--- src/rtl/kway_sorted_merge_top_macros.svh ---
// ----------------------------------------------------------------------------
// kway sorted merge assertion macros
// shared property forms for the merge block checks
// ----------------------------------------------------------------------------
`ifndef KWAY_SORTED_MERGE_TOP_MACROS_SVH
`define KWAY_SORTED_MERGE_TOP_MACROS_SVH

// same-cycle implication, disabled during reset
`define KWSM_ASSERT_NOW(name, ante, cons, msg) \
   name: assert property (@(posedge clock) disable iff (reset) (ante) |-> (cons)) \
      else $error(msg);

// next-cycle implication, disabled during reset
`define KWSM_ASSERT_NEXT(name, ante, cons, msg) \
   name: assert property (@(posedge clock) disable iff (reset) (ante) |=> (cons)) \
      else $error(msg);

`endif

--- src/rtl/kwsm_pkg.sv ---
// ----------------------------------------------------------------------------
// kwsm_pkg
// types, sizes and codes shared by the k-way sorted merge block
// ----------------------------------------------------------------------------
package kwsm_pkg;

   localparam int LIST_COUNT = 4;
   localparam int LIST_DEPTH = 16;

   localparam int LIST_IDX_W = $clog2(LIST_COUNT);
   localparam int TREE_N     = 1 << LIST_IDX_W;
   localparam int ADDR_W     = (LIST_DEPTH > 1) ? $clog2(LIST_DEPTH) : 1;
   localparam int FILL_W     = $clog2(LIST_DEPTH + 1);
   localparam int CFG_W      = 3;
   localparam logic [CFG_W-1:0] CFG_RESET = 3'd4;

   typedef logic signed [31:0] elem_type;

   typedef enum logic [1:0] {
      OP_LOAD  = 2'd0,
      OP_PULL  = 2'd1,
      OP_CLEAR = 2'd2
   } opcode_type;

   typedef enum logic [1:0] {
      ST_DONE    = 2'd0,
      ST_DROPPED = 2'd1,
      ST_GIVEN   = 2'd2,
      ST_EMPTY   = 2'd3
   } status_type;

   typedef struct packed {
      logic [1:0] opcode;
      logic [1:0] list_select;
      elem_type   element_value;
   } req_type;

   typedef struct packed {
      elem_type   merged_value;
      status_type status;
      logic       is_last;
   } rsp_type;

   typedef struct packed {
      logic push;
      logic pop;
      logic clear;
   } fifo_ctrl_type;

   typedef struct packed {
      logic not_empty;
      logic single;
      logic full;
   } fifo_stat_type;

endpackage

--- src/rtl/kwsm_list_fifo.sv ---
// ----------------------------------------------------------------------------
// kwsm_list_fifo
// one bounded list with a registered head value and a prefetched next value
// ----------------------------------------------------------------------------
module kwsm_list_fifo (
   input  logic                   clock,
   input  logic                   reset,
   input  kwsm_pkg::fifo_ctrl_type ctrl,
   input  kwsm_pkg::elem_type      push_data,
   output kwsm_pkg::fifo_stat_type stat,
   output kwsm_pkg::elem_type      head_value
);

   kwsm_pkg::elem_type mem_ff [kwsm_pkg::LIST_DEPTH];

   logic [kwsm_pkg::ADDR_W-1:0] head_ptr_ff;
   logic [kwsm_pkg::ADDR_W-1:0] head_ptr_in;
   logic [kwsm_pkg::FILL_W-1:0] fill_ff;
   logic [kwsm_pkg::FILL_W-1:0] fill_in;
   logic [kwsm_pkg::FILL_W:0]   tail_sum;
   logic [kwsm_pkg::ADDR_W-1:0] tail_addr;
   logic [kwsm_pkg::ADDR_W-1:0] head_next;
   logic [kwsm_pkg::ADDR_W-1:0] rd_addr;

   kwsm_pkg::elem_type head_value_ff;
   kwsm_pkg::elem_type rd_data_ff;
   kwsm_pkg::elem_type byp_data_ff;
   logic               byp_hit_ff;
   kwsm_pkg::elem_type second_value;

   // tail slot wraps around the list
   always_comb begin
      tail_sum = (kwsm_pkg::FILL_W + 1)'(head_ptr_ff) + (kwsm_pkg::FILL_W + 1)'(fill_ff);
      if (tail_sum >= (kwsm_pkg::FILL_W + 1)'(kwsm_pkg::LIST_DEPTH)) begin
         tail_addr = kwsm_pkg::ADDR_W'(tail_sum - (kwsm_pkg::FILL_W + 1)'(kwsm_pkg::LIST_DEPTH));
      end else begin
         tail_addr = kwsm_pkg::ADDR_W'(tail_sum);
      end
   end

   always_comb begin
      if (head_ptr_ff == kwsm_pkg::ADDR_W'(kwsm_pkg::LIST_DEPTH - 1)) begin
         head_next = '0;
      end else begin
         head_next = head_ptr_ff + 1'b1;
      end
   end

   always_comb begin
      head_ptr_in = head_ptr_ff;
      fill_in     = fill_ff;
      if (ctrl.clear) begin
         head_ptr_in = '0;
         fill_in     = '0;
      end else if (ctrl.push) begin
         fill_in = fill_ff + 1'b1;
      end else if (ctrl.pop) begin
         head_ptr_in = head_next;
         fill_in     = fill_ff - 1'b1;
      end
   end

   // slot after the head as it stands after this edge
   always_comb begin
      if (head_ptr_in == kwsm_pkg::ADDR_W'(kwsm_pkg::LIST_DEPTH - 1)) begin
         rd_addr = '0;
      end else begin
         rd_addr = head_ptr_in + 1'b1;
      end
   end

   always_ff @(posedge clock) begin
      if (reset) begin
         head_ptr_ff <= '0;
         fill_ff     <= '0;
      end else begin
         head_ptr_ff <= head_ptr_in;
         fill_ff     <= fill_in;
      end
   end

   always_ff @(posedge clock) begin
      if (ctrl.push) begin
         mem_ff[tail_addr] <= push_data;
      end
      rd_data_ff <= mem_ff[rd_addr];
   end

   always_ff @(posedge clock) begin
      byp_hit_ff  <= ctrl.push && (tail_addr == rd_addr);
      byp_data_ff <= push_data;
   end

   assign second_value = byp_hit_ff ? byp_data_ff : rd_data_ff;

   always_ff @(posedge clock) begin
      if (ctrl.push && (fill_ff == '0)) begin
         head_value_ff <= push_data;
      end else if (ctrl.pop) begin
         head_value_ff <= second_value;
      end
   end

   assign head_value     = head_value_ff;
   assign stat.not_empty = (fill_ff != '0);
   assign stat.single    = (fill_ff == kwsm_pkg::FILL_W'(1));
   assign stat.full      = (fill_ff == kwsm_pkg::FILL_W'(kwsm_pkg::LIST_DEPTH));

endmodule

--- src/rtl/kwsm_min_select.sv ---
// ----------------------------------------------------------------------------
// kwsm_min_select
// compare tree picking the smallest valid head, lowest list on a tie
// ----------------------------------------------------------------------------
module kwsm_min_select (
   input  logic [kwsm_pkg::LIST_COUNT-1:0]  head_valid,
   input  kwsm_pkg::elem_type               head_value [kwsm_pkg::LIST_COUNT],
   output logic                             found,
   output logic [kwsm_pkg::LIST_IDX_W-1:0]  best_idx,
   output kwsm_pkg::elem_type               best_value
);

   logic                            node_valid [kwsm_pkg::LIST_IDX_W+1][kwsm_pkg::TREE_N];
   kwsm_pkg::elem_type              node_value [kwsm_pkg::LIST_IDX_W+1][kwsm_pkg::TREE_N];
   logic [kwsm_pkg::LIST_IDX_W-1:0] node_idx   [kwsm_pkg::LIST_IDX_W+1][kwsm_pkg::TREE_N];

   always_comb begin
      logic take_right;
      for (int l = 0; l <= kwsm_pkg::LIST_IDX_W; l++) begin
         for (int n = 0; n < kwsm_pkg::TREE_N; n++) begin
            node_valid[l][n] = 1'b0;
            node_value[l][n] = '0;
            node_idx[l][n]   = '0;
         end
      end
      for (int n = 0; n < kwsm_pkg::TREE_N; n++) begin
         if (n < kwsm_pkg::LIST_COUNT) begin
            node_valid[0][n] = head_valid[n];
            node_value[0][n] = head_value[n];
         end
         node_idx[0][n] = kwsm_pkg::LIST_IDX_W'(n);
      end
      for (int l = 0; l < kwsm_pkg::LIST_IDX_W; l++) begin
         for (int n = 0; n < (kwsm_pkg::TREE_N >> (l + 1)); n++) begin
            take_right = node_valid[l][2*n+1] &&
                         (!node_valid[l][2*n] || (node_value[l][2*n+1] < node_value[l][2*n]));
            if (take_right) begin
               node_valid[l+1][n] = 1'b1;
               node_value[l+1][n] = node_value[l][2*n+1];
               node_idx[l+1][n]   = node_idx[l][2*n+1];
            end else begin
               node_valid[l+1][n] = node_valid[l][2*n];
               node_value[l+1][n] = node_value[l][2*n];
               node_idx[l+1][n]   = node_idx[l][2*n];
            end
         end
      end
   end

   assign found      = node_valid[kwsm_pkg::LIST_IDX_W][0];
   assign best_idx   = node_idx[kwsm_pkg::LIST_IDX_W][0];
   assign best_value = node_value[kwsm_pkg::LIST_IDX_W][0];

endmodule

--- src/rtl/kway_sorted_merge_top.sv ---
// ----------------------------------------------------------------------------
// kway_sorted_merge_top
// k-way merge of ascending lists held as bounded fifos
// ----------------------------------------------------------------------------
// channel   ports                         transfer
// request   start, busy, req_data         start high and busy low at the edge
// response  rsp_valid, rsp_data           one cycle strobe, always taken
// csr       csr_wr_en, csr_wr_data        written when csr_wr_en is high
//
// one transaction per cycle; after the accepting edge the response passes through
// the request register, then list update and compare tree into the response register
// busy stays low; lists are updated at the edge that loads the response register, so back to back
// transactions see each other
// synchronous reset empties all lists and sets lists in use to four
// the receiver cannot stall, so responses never wait
// ----------------------------------------------------------------------------
`include "kway_sorted_merge_top_macros.svh"

module kway_sorted_merge_top (
   input  logic                          clock,
   input  logic                          reset,
   input  logic                          start,
   output logic                          busy,
   input  kwsm_pkg::req_type             req_data,
   output logic                          rsp_valid,
   output kwsm_pkg::rsp_type             rsp_data,
   input  logic                          csr_wr_en,
   input  logic [kwsm_pkg::CFG_W-1:0]    csr_wr_data
);

   logic                        req_valid_ff;
   kwsm_pkg::req_type           req_data_ff;
   logic                        rsp_valid_ff;
   kwsm_pkg::rsp_type           rsp_data_ff;
   kwsm_pkg::rsp_type           rsp_data_in;
   logic [kwsm_pkg::CFG_W-1:0]  lists_in_use_ff;

   kwsm_pkg::fifo_ctrl_type     fifo_ctrl  [kwsm_pkg::LIST_COUNT];
   kwsm_pkg::fifo_stat_type     fifo_stat  [kwsm_pkg::LIST_COUNT];
   kwsm_pkg::elem_type          head_value [kwsm_pkg::LIST_COUNT];

   logic [kwsm_pkg::LIST_COUNT-1:0] active_mask;
   logic [kwsm_pkg::LIST_COUNT-1:0] live_mask;
   logic [kwsm_pkg::LIST_COUNT-1:0] single_mask;
   logic [kwsm_pkg::LIST_COUNT-1:0] full_mask;
   logic [kwsm_pkg::LIST_COUNT-1:0] push_mask;
   logic [kwsm_pkg::LIST_COUNT-1:0] pop_mask;

   logic                            is_load;
   logic                            is_pull;
   logic                            is_clear;
   logic                            found;
   logic [kwsm_pkg::LIST_IDX_W-1:0] best_idx;
   kwsm_pkg::elem_type              best_value;

   assign busy = 1'b0;

   always_ff @(posedge clock) begin
      if (reset) begin
         req_valid_ff <= 1'b0;
      end else begin
         req_valid_ff <= start && !busy;
      end
   end

   always_ff @(posedge clock) begin
      if (start && !busy) begin
         req_data_ff <= req_data;
      end
   end

   always_ff @(posedge clock) begin
      if (reset) begin
         lists_in_use_ff <= kwsm_pkg::CFG_RESET;
      end else if (csr_wr_en) begin
         lists_in_use_ff <= csr_wr_data;
      end
   end

   always_comb begin
      is_load  = 1'b0;
      is_pull  = 1'b0;
      is_clear = 1'b0;
      case (kwsm_pkg::opcode_type'(req_data_ff.opcode))
         kwsm_pkg::OP_LOAD: begin
            is_load = req_valid_ff;
         end
         kwsm_pkg::OP_PULL: begin
            is_pull = req_valid_ff;
         end
         kwsm_pkg::OP_CLEAR: begin
            is_clear = req_valid_ff;
         end
         default: begin
         end
      endcase
   end

   genvar gi;
   generate
      for (gi = 0; gi < kwsm_pkg::LIST_COUNT; gi++) begin : g_list
         assign active_mask[gi] = (32'(lists_in_use_ff) > gi);
         assign live_mask[gi]   = active_mask[gi] && fifo_stat[gi].not_empty;
         assign single_mask[gi] = fifo_stat[gi].single;
         assign full_mask[gi]   = fifo_stat[gi].full;
         assign push_mask[gi]   = is_load && (32'(req_data_ff.list_select) == gi) &&
                                  !fifo_stat[gi].full;
         assign pop_mask[gi]    = is_pull && found &&
                                  (32'(best_idx) == gi);

         assign fifo_ctrl[gi].push  = push_mask[gi];
         assign fifo_ctrl[gi].pop   = pop_mask[gi];
         assign fifo_ctrl[gi].clear = is_clear;

         kwsm_list_fifo u_list (
            .clock      (clock),
            .reset      (reset),
            .ctrl       (fifo_ctrl[gi]),
            .push_data  (req_data_ff.element_value),
            .stat       (fifo_stat[gi]),
            .head_value (head_value[gi])
         );
      end
   endgenerate

   kwsm_min_select u_min_select (
      .head_valid (live_mask),
      .head_value (head_value),
      .found      (found),
      .best_idx   (best_idx),
      .best_value (best_value)
   );

   always_comb begin
      rsp_data_in.merged_value = '0;
      rsp_data_in.status       = kwsm_pkg::ST_DONE;
      rsp_data_in.is_last      = 1'b0;
      if (is_load) begin
         if (push_mask == '0) begin
            rsp_data_in.status = kwsm_pkg::ST_DROPPED;
         end
      end else if (is_pull) begin
         if (found) begin
            rsp_data_in.merged_value = best_value;
            rsp_data_in.status       = kwsm_pkg::ST_GIVEN;
            rsp_data_in.is_last      = ((pop_mask & single_mask) != '0) &&
                                       ((live_mask & (live_mask - 1'b1)) == '0);
         end else begin
            rsp_data_in.status = kwsm_pkg::ST_EMPTY;
         end
      end
   end

   always_ff @(posedge clock) begin
      if (reset) begin
         rsp_valid_ff <= 1'b0;
      end else begin
         rsp_valid_ff <= req_valid_ff;
      end
   end

   always_ff @(posedge clock) begin
      rsp_data_ff <= rsp_data_in;
   end

   assign rsp_valid = rsp_valid_ff;
   assign rsp_data  = rsp_data_ff;

   `KWSM_ASSERT_NEXT(a_rsp_follows_req, req_valid_ff, rsp_valid, "transaction lost its response")
   `KWSM_ASSERT_NOW(a_last_only_given, rsp_valid && rsp_data.is_last, rsp_data.status == kwsm_pkg::ST_GIVEN, "last flag on a non-given response")
   `KWSM_ASSERT_NOW(a_single_pop, 1'b1, $onehot0(pop_mask), "more than one list popped")
   `KWSM_ASSERT_NOW(a_no_push_full, 1'b1, (push_mask & full_mask) == '0, "push into a full list")

endmodule

--- config.mk ---
export PLATFORM = sky130hd
export DESIGN_NAME = kway_sorted_merge_top
export DESIGN_NICKNAME = d
export VERILOG_FILES = /design/src/rtl/kwsm_pkg.sv /design/src/rtl/kwsm_list_fifo.sv /design/src/rtl/kwsm_min_select.sv /design/src/rtl/kway_sorted_merge_top.sv
export VERILOG_INCLUDE_DIRS = /design/src /design/src/rtl
export SDC_FILE = /design/constraint.sdc
export NUM_CORES = 2
export LEC_CHECK = 0
export BUFFER_PORTS_ARGS = -buffer_cell sky130_fd_sc_hd__buf_2
export CAP_MARGIN = 20
export CORE_ASPECT_RATIO = 0.5
export CORE_MARGIN = 5
export CORE_UTILIZATION = 55
export DETAILED_ROUTE_END_ITERATION = 7
export PLACE_DENSITY_LB_ADDON = 0.08
export REMOVE_ABC_BUFFERS = 1
export SYNTH_ARGS = -nofsm -noshare
export SYNTH_HDL_FRONTEND = slang
export SYNTH_SLANG_ARGS = --single-unit
--- constraint.sdc ---
create_clock -name clock -period 17.4 [get_ports clock]
set_input_delay 1.74 -clock clock [delete_from_list [all_inputs] [get_ports clock]]
set_output_delay 1.74 -clock clock [all_outputs]
set_load 0.1 [all_outputs]
# Word level (Yosys, flattened, before mapping)
# Memory sizes are Yosys's and may differ from the RTL's. A register that Yosys moved wholly into a read port is not among the register bits.
# Index checks and enable logic that the tools add are counted.
[word_totals] ramBits=2048 mem_count=4 ff_bits=276 wordCells=230
[op_classes] n_bitwise=4 magnitude_cmp=11 reduce_logical=63 n_addsub=25 eq_ne=28 n_mux=69
[memory_table] memory="g_list[0].u_list.mem_ff" words=16 width=32 read_ports=1 rd_clocked_by_memory_dff=1 wr=1 line="kwsm_list_fifo.sv:14" text="kwsm_pkg::elem_type mem_ff [kwsm_pkg::LIST_DEPTH];"
[memory_table] memory="g_list[1].u_list.mem_ff" words=16 width=32 read_ports=1 rd_clocked_by_memory_dff=1 wr=1 line="kwsm_list_fifo.sv:14"
[memory_table] memory="g_list[2].u_list.mem_ff" words=16 width=32 read_ports=1 rd_clocked_by_memory_dff=1 wr=1 line="kwsm_list_fifo.sv:14"
[memory_table] memory="g_list[3].u_list.mem_ff" words=16 width=32 read_ports=1 rd_clocked_by_memory_dff=1 wr=1 line="kwsm_list_fifo.sv:14"
[op_table] operator="two-way mux 32 bit" n=15
[op_table] operator="less-than comparator 32 bit" n=3
[op_table] operator="two-way mux 4 bit" n=24
[op_table] operator="two-way mux 5 bit" n=8
[op_table] operator="adder 4 x 1 -> 4 bit (second input constant)" n=8
[op_table] operator="== test 4 bit (second input constant)" n=8
[op_table] operator="logical AND 1 bit" n=29
[op_table] operator="adder 4 x 5 -> 6 bit" n=4
[op_table] operator="greater-or-equal comparator 6 x 5 -> 1 bit (second input constant)" n=4
[op_table] operator="adder 5 x 1 -> 5 bit (second input constant)" n=4
[op_table] operator="== test 5 x 1 -> 1 bit (second input constant)" n=4
[op_table] operator="== test 5 bit (second input constant)" n=4
[op_table] operator="zero test 5 bit" n=4
[op_table] operator="nonzero test 5 bit" n=4
[op_table] operator="subtractor 4 x 1 -> 4 bit (second input constant)" n=5
[op_table] operator="subtractor 5 x 1 -> 5 bit (second input constant)" n=4
[op_table] operator="two-way mux 1 bit" n=19
[op_table] operator="== test 4 bit" n=4
[op_table] operator="nonzero test 2 bit" n=8
[op_table] operator="== test 2 bit (second input constant)" n=5
[op_table] operator="bitwise AND 4 bit" n=2
[op_table] operator="zero test 4 bit" n=2
[op_table] operator="zero test 1 bit" n=7
[op_table] operator="== test 2 x 1 -> 1 bit (second input constant)" n=3
[op_table] operator="10 further kinds" n=18

# Longest topological paths before layout
[depth] depth_word=19 ltp_mapped=38

# Modules after synthesis
# Synthesis repeated with hierarchy kept, for this count alone.
[unflattened] cells_unflattened=4838 area_unflattened_um2=98510.7
[by_module_without_submodules] module="kwsm_list_fifo (g_list[1].u_list ...)" seq_area_each_um2=17817.1 n_inst=3 area_per_inst_um2=23034.6 cells_each=1034
[by_module_without_submodules] module="kwsm_list_fifo (g_list[0].u_list)" seq_area_each_um2=17817.1 n_inst=1 area_per_inst_um2=23296.1 cells_each=1101
[by_module_without_submodules] module="kwsm_min_select" seq_area_each_um2=0.0 n_inst=1 area_per_inst_um2=3676.0 cells_each=479
[by_module_without_submodules] module="kway_sorted_merge_top" seq_area_each_um2=1881.8 n_inst=1 area_per_inst_um2=2434.8 cells_each=156

# Least setup slack after synthesis
# OpenSTA, ideal clock, no wires.
[synth_timing] path_kind="register to register" from="reg g_list[3].u_list.head_value_ff[31]" to="reg g_list[3].u_list.rd_data_ff[12] (read register of g_list[3].u_list.mem_ff)" period_less_slack_ns=7.458 slack_ns=9.942 stages_incl_launch_ff=33 path_buffers=8 arrival_time_ns=7.324 required_time_ns=17.266 path_cell_list="edfxtp_1 ha_1 buf_2 nand4_1 nor4_1 nand2_1 a31oi_1 nor3_1 o21ai_0 and2_1 clkbuf_1 clkbuf_1 nand2_1 o21ai_0 ha_1 a21o_1 a211oi_1 o21ai_1 a211oi_1 o22ai_1 or2_0 clkbuf_1 a31o_2 nor3_2 mux2i_1 nor2_1 buf_6 buf_4 ha_1 clkbuf_1 clkbuf_1 mux4_2 mux4_2"
[synth_via] elab_chain_len=15 elab_cells_between_ends=20 cone_classes="add/sub: 1; order compare: 2; eq/ne: 2; mux: 9; reduce/logical: 6"
[synth_rtl] element="start, declared" line="kwsm_list_fifo.sv:25" text="kwsm_pkg::elem_type head_value_ff;"
[synth_rtl] element="start signal, assigned" line="kwsm_list_fifo.sv:98" text="head_value_ff <= push_data;"
[synth_rtl] element="start signal, assigned" line="kwsm_list_fifo.sv:100" text="head_value_ff <= second_value;"
[synth_rtl] element="less-than comparator 32 bit" line="kwsm_min_select.sv:36" text="(!node_valid[l][2*n] || (node_value[l][2*n+1] < node_value[l][2*n]));"
[synth_rtl] element="logical OR 1 bit" line="kwsm_min_select.sv:36"
[synth_rtl] element="logical AND 1 bit" line="kwsm_min_select.sv:35" text="take_right = node_valid[l][2*n+1] &&"
[synth_rtl] element="two-way mux 32 bit" line="kwsm_min_select.sv:37" text="if (take_right) begin"
[synth_rtl] element="less-than comparator 32 bit" line="kwsm_min_select.sv:36"
[synth_rtl] element="logical OR 1 bit" line="kwsm_min_select.sv:36"
[synth_rtl] element="logical AND 1 bit" line="kwsm_min_select.sv:35"
[synth_rtl] element="two-way mux 2 bit / two-way mux 1 bit (equally long branches)" line="kwsm_min_select.sv:37"
[synth_rtl] element="== test 2 bit / logical AND 1 bit (equally long branches)" line="kway_sorted_merge_top.sv:109, kway_sorted_merge_top.sv:108"
[synth_rtl] element="logical AND 1 bit *" line="kway_sorted_merge_top.sv:108" text="assign pop_mask[gi] = is_pull && found &&"
[synth_rtl] element="two-way mux 4 bit *" line="kwsm_list_fifo.sv:57" text="end else if (ctrl.pop) begin"
[synth_rtl] element="two-way mux 4 bit *" line="kwsm_list_fifo.sv:55" text="end else if (ctrl.push) begin"
[synth_rtl] element="two-way mux 4 bit *" line="kwsm_list_fifo.sv:52" text="if (ctrl.clear) begin"
[synth_rtl] element="net g_list[3].u_list.head_ptr_in (one bit)" line="kwsm_list_fifo.sv:17" text="logic [kwsm_pkg::ADDR_W-1:0] head_ptr_in;"
[synth_rtl] element="adder 4 x 1 -> 4 bit / == test 4 bit (equally long branches)" line="kwsm_list_fifo.sv:68, kwsm_list_fifo.sv:65"
[synth_rtl] element="two-way mux 4 bit *" line="kwsm_list_fifo.sv:65" text="if (head_ptr_in == kwsm_pkg::ADDR_W'(kwsm_pkg::LIST_DEPTH - 1)) begin"
[synth_rtl] element="end, declared" line="kwsm_list_fifo.sv:26" text="kwsm_pkg::elem_type rd_data_ff;"
# The timed path passes the listed nets; every way through them passes the cells marked *.
# A chain may end at the register's enable or synchronous reset.

# Worst setup path in the final report
[layout_timing] from="reg g_list[3].u_list.head_value_ff[15]" to="reg g_list[0].u_list.rd_data_ff[9] (read register of g_list[0].u_list.mem_ff)"
[layout_via] elab_chain_len=15 elab_cells_between_ends=20 cone_classes="add/sub: 1; order compare: 2; eq/ne: 1; mux: 9; reduce/logical: 7"
[layout_rtl] element="less-than comparator 32 bit" line="kwsm_min_select.sv:36"
[layout_rtl] element="logical OR 1 bit" line="kwsm_min_select.sv:36"
[layout_rtl] element="logical AND 1 bit" line="kwsm_min_select.sv:35"
[layout_rtl] element="two-way mux 32 bit" line="kwsm_min_select.sv:37"
[layout_rtl] element="less-than comparator 32 bit" line="kwsm_min_select.sv:36"
[layout_rtl] element="logical OR 1 bit" line="kwsm_min_select.sv:36"
[layout_rtl] element="logical AND 1 bit" line="kwsm_min_select.sv:35"
[layout_rtl] element="two-way mux 2 bit / two-way mux 1 bit (equally long branches)" line="kwsm_min_select.sv:37"
[layout_rtl] element="zero test 2 bit / logical AND 1 bit (equally long branches)" line="kway_sorted_merge_top.sv:109, kway_sorted_merge_top.sv:108"
[layout_rtl] element="logical AND 1 bit *" line="kway_sorted_merge_top.sv:108"
[layout_rtl] element="two-way mux 4 bit *" line="kwsm_list_fifo.sv:57"
[layout_rtl] element="two-way mux 4 bit *" line="kwsm_list_fifo.sv:55"
[layout_rtl] element="two-way mux 4 bit *" line="kwsm_list_fifo.sv:52"
[layout_rtl] element="adder 4 x 1 -> 4 bit / == test 4 bit (equally long branches)" line="kwsm_list_fifo.sv:68, kwsm_list_fifo.sv:65"
[layout_rtl] element="two-way mux 4 bit *" line="kwsm_list_fifo.sv:65"
[layout_rtl] element="end, declared" line="kwsm_list_fifo.sv:26"
# Mark *: on every way between the ends. The rest lies on a longest branch, timed or not.

==> out/metrics.yaml <==
layout:
  layout_commonest_cell: "edfxtp_1"
  nets: 5484
  finalNonFillerCells: 7795
  drive_above_1_share_pct: 22.83
  final_cell_mix: "edfxtp_1 (2212), mux4_2 (539), mux2i_1 (240), nand2_1 (239), dfxtp_1 (236)"
  stdcell_area_um2: 107900
  syn_to_final_growth_pct: 11.46
cts:
  hold_buffers: 0
  clk_pin_slew_ps: 70
  cts_sinks: 2452
  cts-root-buf: "clkbuf_16"
  cts_buffer_depth: 4
  ctsResizeCount: 0
  postCtsSetupBuffers: 0
  cts_tree: "done"
  clock_latency_ps: 870
  cts_buffers: 212
  cts_max_level: 4
worst_setup_path:
  crit_required_ps: 18140
  path_delay_family: "compound AO/OA/AOI/OAI gates"
  crit-reg2reg-launch: "g_list[3].u_list.head_value[15]"
  path_class: "reg2reg"
  crit_path_end_kind: "flop"
  cp-start-kind: "flop"
  r2r_slack_ps: 6630
  worstPathMaxFanout: 70
  critical_path.slowest_cell: "and2_2"
  crit_buf_inv: 7
  r2r-end: "g_list[0].u_list.rd_data_ff[9]"
  r2r_cells: 31
  max_stage_delay_ps: 940
  worstPathArrival_ps: 11500
hold_path:
  hold_path_end: "g_list[0].u_list.fill_ff[4]"
  min_path_type: "reg2reg"
  worst_hold_startpoint: "g_list[0].u_list.fill_ff[4]"
  hold_depth: 2
floorplan:
  die_area_um2: 184900
  die_y_um: 306.6
  start_util_pct: 55.56
  core_um2: 174200
  dieWidth_um: 603.2
  rows: 108
  pin_count: 80
timing:
  relSlewSlack_pct: 22.64
  max_freq_ghz: 0.09289
  worst_slack_ps: 6635
  clock_skew_ps: 37.10
  min_period_ps: 10770
  rsz0062_at_grt: "no"
  hold_ws_ps: 512.4
  hold_viol: 0
  tightestPinTransition_ps: 1160
  drv_slew: 0
  fin_crit_sh_pct: 61.87
  setup_viol: 0
logic_synthesis:
  synth-edff-count: 2212
  synthArstFlopShare_pct: 0
  yosys.area.top_type: "edfxtp_1"
  synth-simple-area-share_pct: 3.494
  synth.mux.area_fraction_pct: 15.44
  synth_ff_type: "edfxtp_1"
  synth_xor_area_share_pct: 0.4797
  synthTopCellsByArea: "edfxtp_1 (69%), mux4_2 (13%), dfxtp_1 (5.0%)"
  synthesis.area_um2: 96770
  synthAdderAreaFrac_pct: 1.699
  avgSynthCellArea_um2: 18.92
  ys_types: 94
  synth_top_area_share_pct: 68.64
  yosys_register_bits: 2452
  synth_compound_area_share_pct: 3.685
  synth_top_family_by_area: "multiplexers"
  yosysSeqAreaShare_pct: 73.60
  ys_warn_count: 0
  syn_inst: 5115
grt:
  grt_pass1_wl_um: 367600
  grt_pass1_vias: 49890
  antenna_found_initial: 14
  grt_start_max_net_pins: 96
  grtUsageTotal_pct: 27.89
  overflow: 0
placed_design:
  dp_cells: 7403
  io_buffers: 78
  dpl-instance-area_um2: 100800
  routabilityCongestion: 0.9359
  dp_slack_ps: 6334
  dp_hpwl_um: 144600
pwr:
  power.leakage_nw: 34.20
  powerDensity_nw_per_um2: 107.1
  ir_drop_mv: 0.08059
  power_mw: 11.55
routing:
  drt_iter0_drc: 6514
  dr.pass1.iters: 5
  wire_per_inst_um: 33.13
  drt-total-wl_um: 258200
  via_per_inst: 6.499
  drc: 0
  ant_nets: 0
  vias: 50660
outcome:
  status: "complete, no violations"
flow_run:
  maxCapViolCount: 0
-- routing by layer --
metal	global-route usage (%)	part of all wire (%)	vias to the layer above
li1	-	-	21090
met1	42.58	43	26810
met2	40.92	44	2404
met3	6.443	10	348
met4	7.767	2.9	0
met5	0	0	-
-- power breakdown --
part	total (mW)	internal, mW	switching (mW)
Clock	4.82	2.69	2.12
Combinational	0.236	0.0301	0.206
Sequential	6.50	6.47	0.0310
-- synth_stat cells (22+ instances only) --
library cell,count
o22ai_1,35
xnor2_1,36
a21oi_1,139
clkbuf_1,173
a31oi_1,42
mux4_2,539
mux2i_1,241
a211oi_1,39
o221ai_1,22
nand4_1,29
edfxtp_1,2212
buf_2,37
dfxtp_1,240
buf_4,30
nor2_1,268
ha_1,125
o21ai_0,143
nand2_1,241
mux2_2,31
a22oi_1,34
inv_1,94
nand3_1,65
nor3_1,39
nor4_1,24
-- worst max path at each step --
stage	start	to	slack, ps	cells past startpoint
global placement	g_list[3].u_list.head_value[15]	g_list[0].u_list.rd_data_ff[15]	6580	29
floorplan	g_list[1].u_list.head_value[30]	g_list[3].u_list.rd_data_ff[0]	-2530	22
global route	g_list[3].u_list.head_value[31]	g_list[0].u_list.rd_data_ff[13]	5790	31
detailed placement	g_list[3].u_list.head_value[15]	g_list[0].u_list.rd_data_ff[15]	6330	29
finish	g_list[3].u_list.head_value[15]	g_list[0].u_list.rd_data_ff[9]	6630	31
CTS	g_list[3].u_list.head_value[15]	g_list[0].u_list.rd_data_ff[15]	6250	29
-- kinds of logic after synthesis --
logic type / count (synthesis)
AO/OA/AOI/OAI: 558
XOR/XNOR: 53
adder cells (fa/ha/maj): 129
buffers and inverters: 356
flip-flops: 2452
multiplexers: 813
other: 1
AND/OR/NAND/NOR: 753
-- layout make-up --
cell class	count	area, µm²
fill	12110	66320
antenna	2	5.005
multi-input combinational	2307	24670
clock inverter	91	1006
timing repair buffer	244	1729
sequential	2452	71230
tap	2310	2890
inverter	95	356.6
clock buffer	294	5967
-- tightest hold or removal path: cells and delay by family, from the launching register on --
kind | cells | cell delay, ps
AOI/OAI and AO/OA | 1 | 50
and+or+nand+nor | 1 | 70
DFF | 1 | 340
-- state kept, by name, indices dropped and copies added, names as in the netlist, 3 cells and up --
| name | flops |
|---|---|
| g_list.u_list.byp_data_ff | 32 |
| g_list.u_list.byp_hit_ff | 4 |
| g_list.u_list.fill_ff | 20 |
| g_list.u_list.head_ptr_ff | 16 |
| g_list.u_list.head_value | 128 |
| g_list.u_list.mem_ff | 2048 |
| g_list.u_list.rd_data_ff | 128 |
| lists_in_use_ff | 3 |
| req_data_ff | 36 |
| rsp_data | 35 |
-- metrics by stage --
step	TNS (ps)	util, %
after floorplan	-165620	-
after CTS	0	61.85
after global routing	0	61.92
after detailed placement	0	57.85
after global placement	0	57.85
final	0	61.92
No activity file was read; power rests on OpenSTA's default activity.
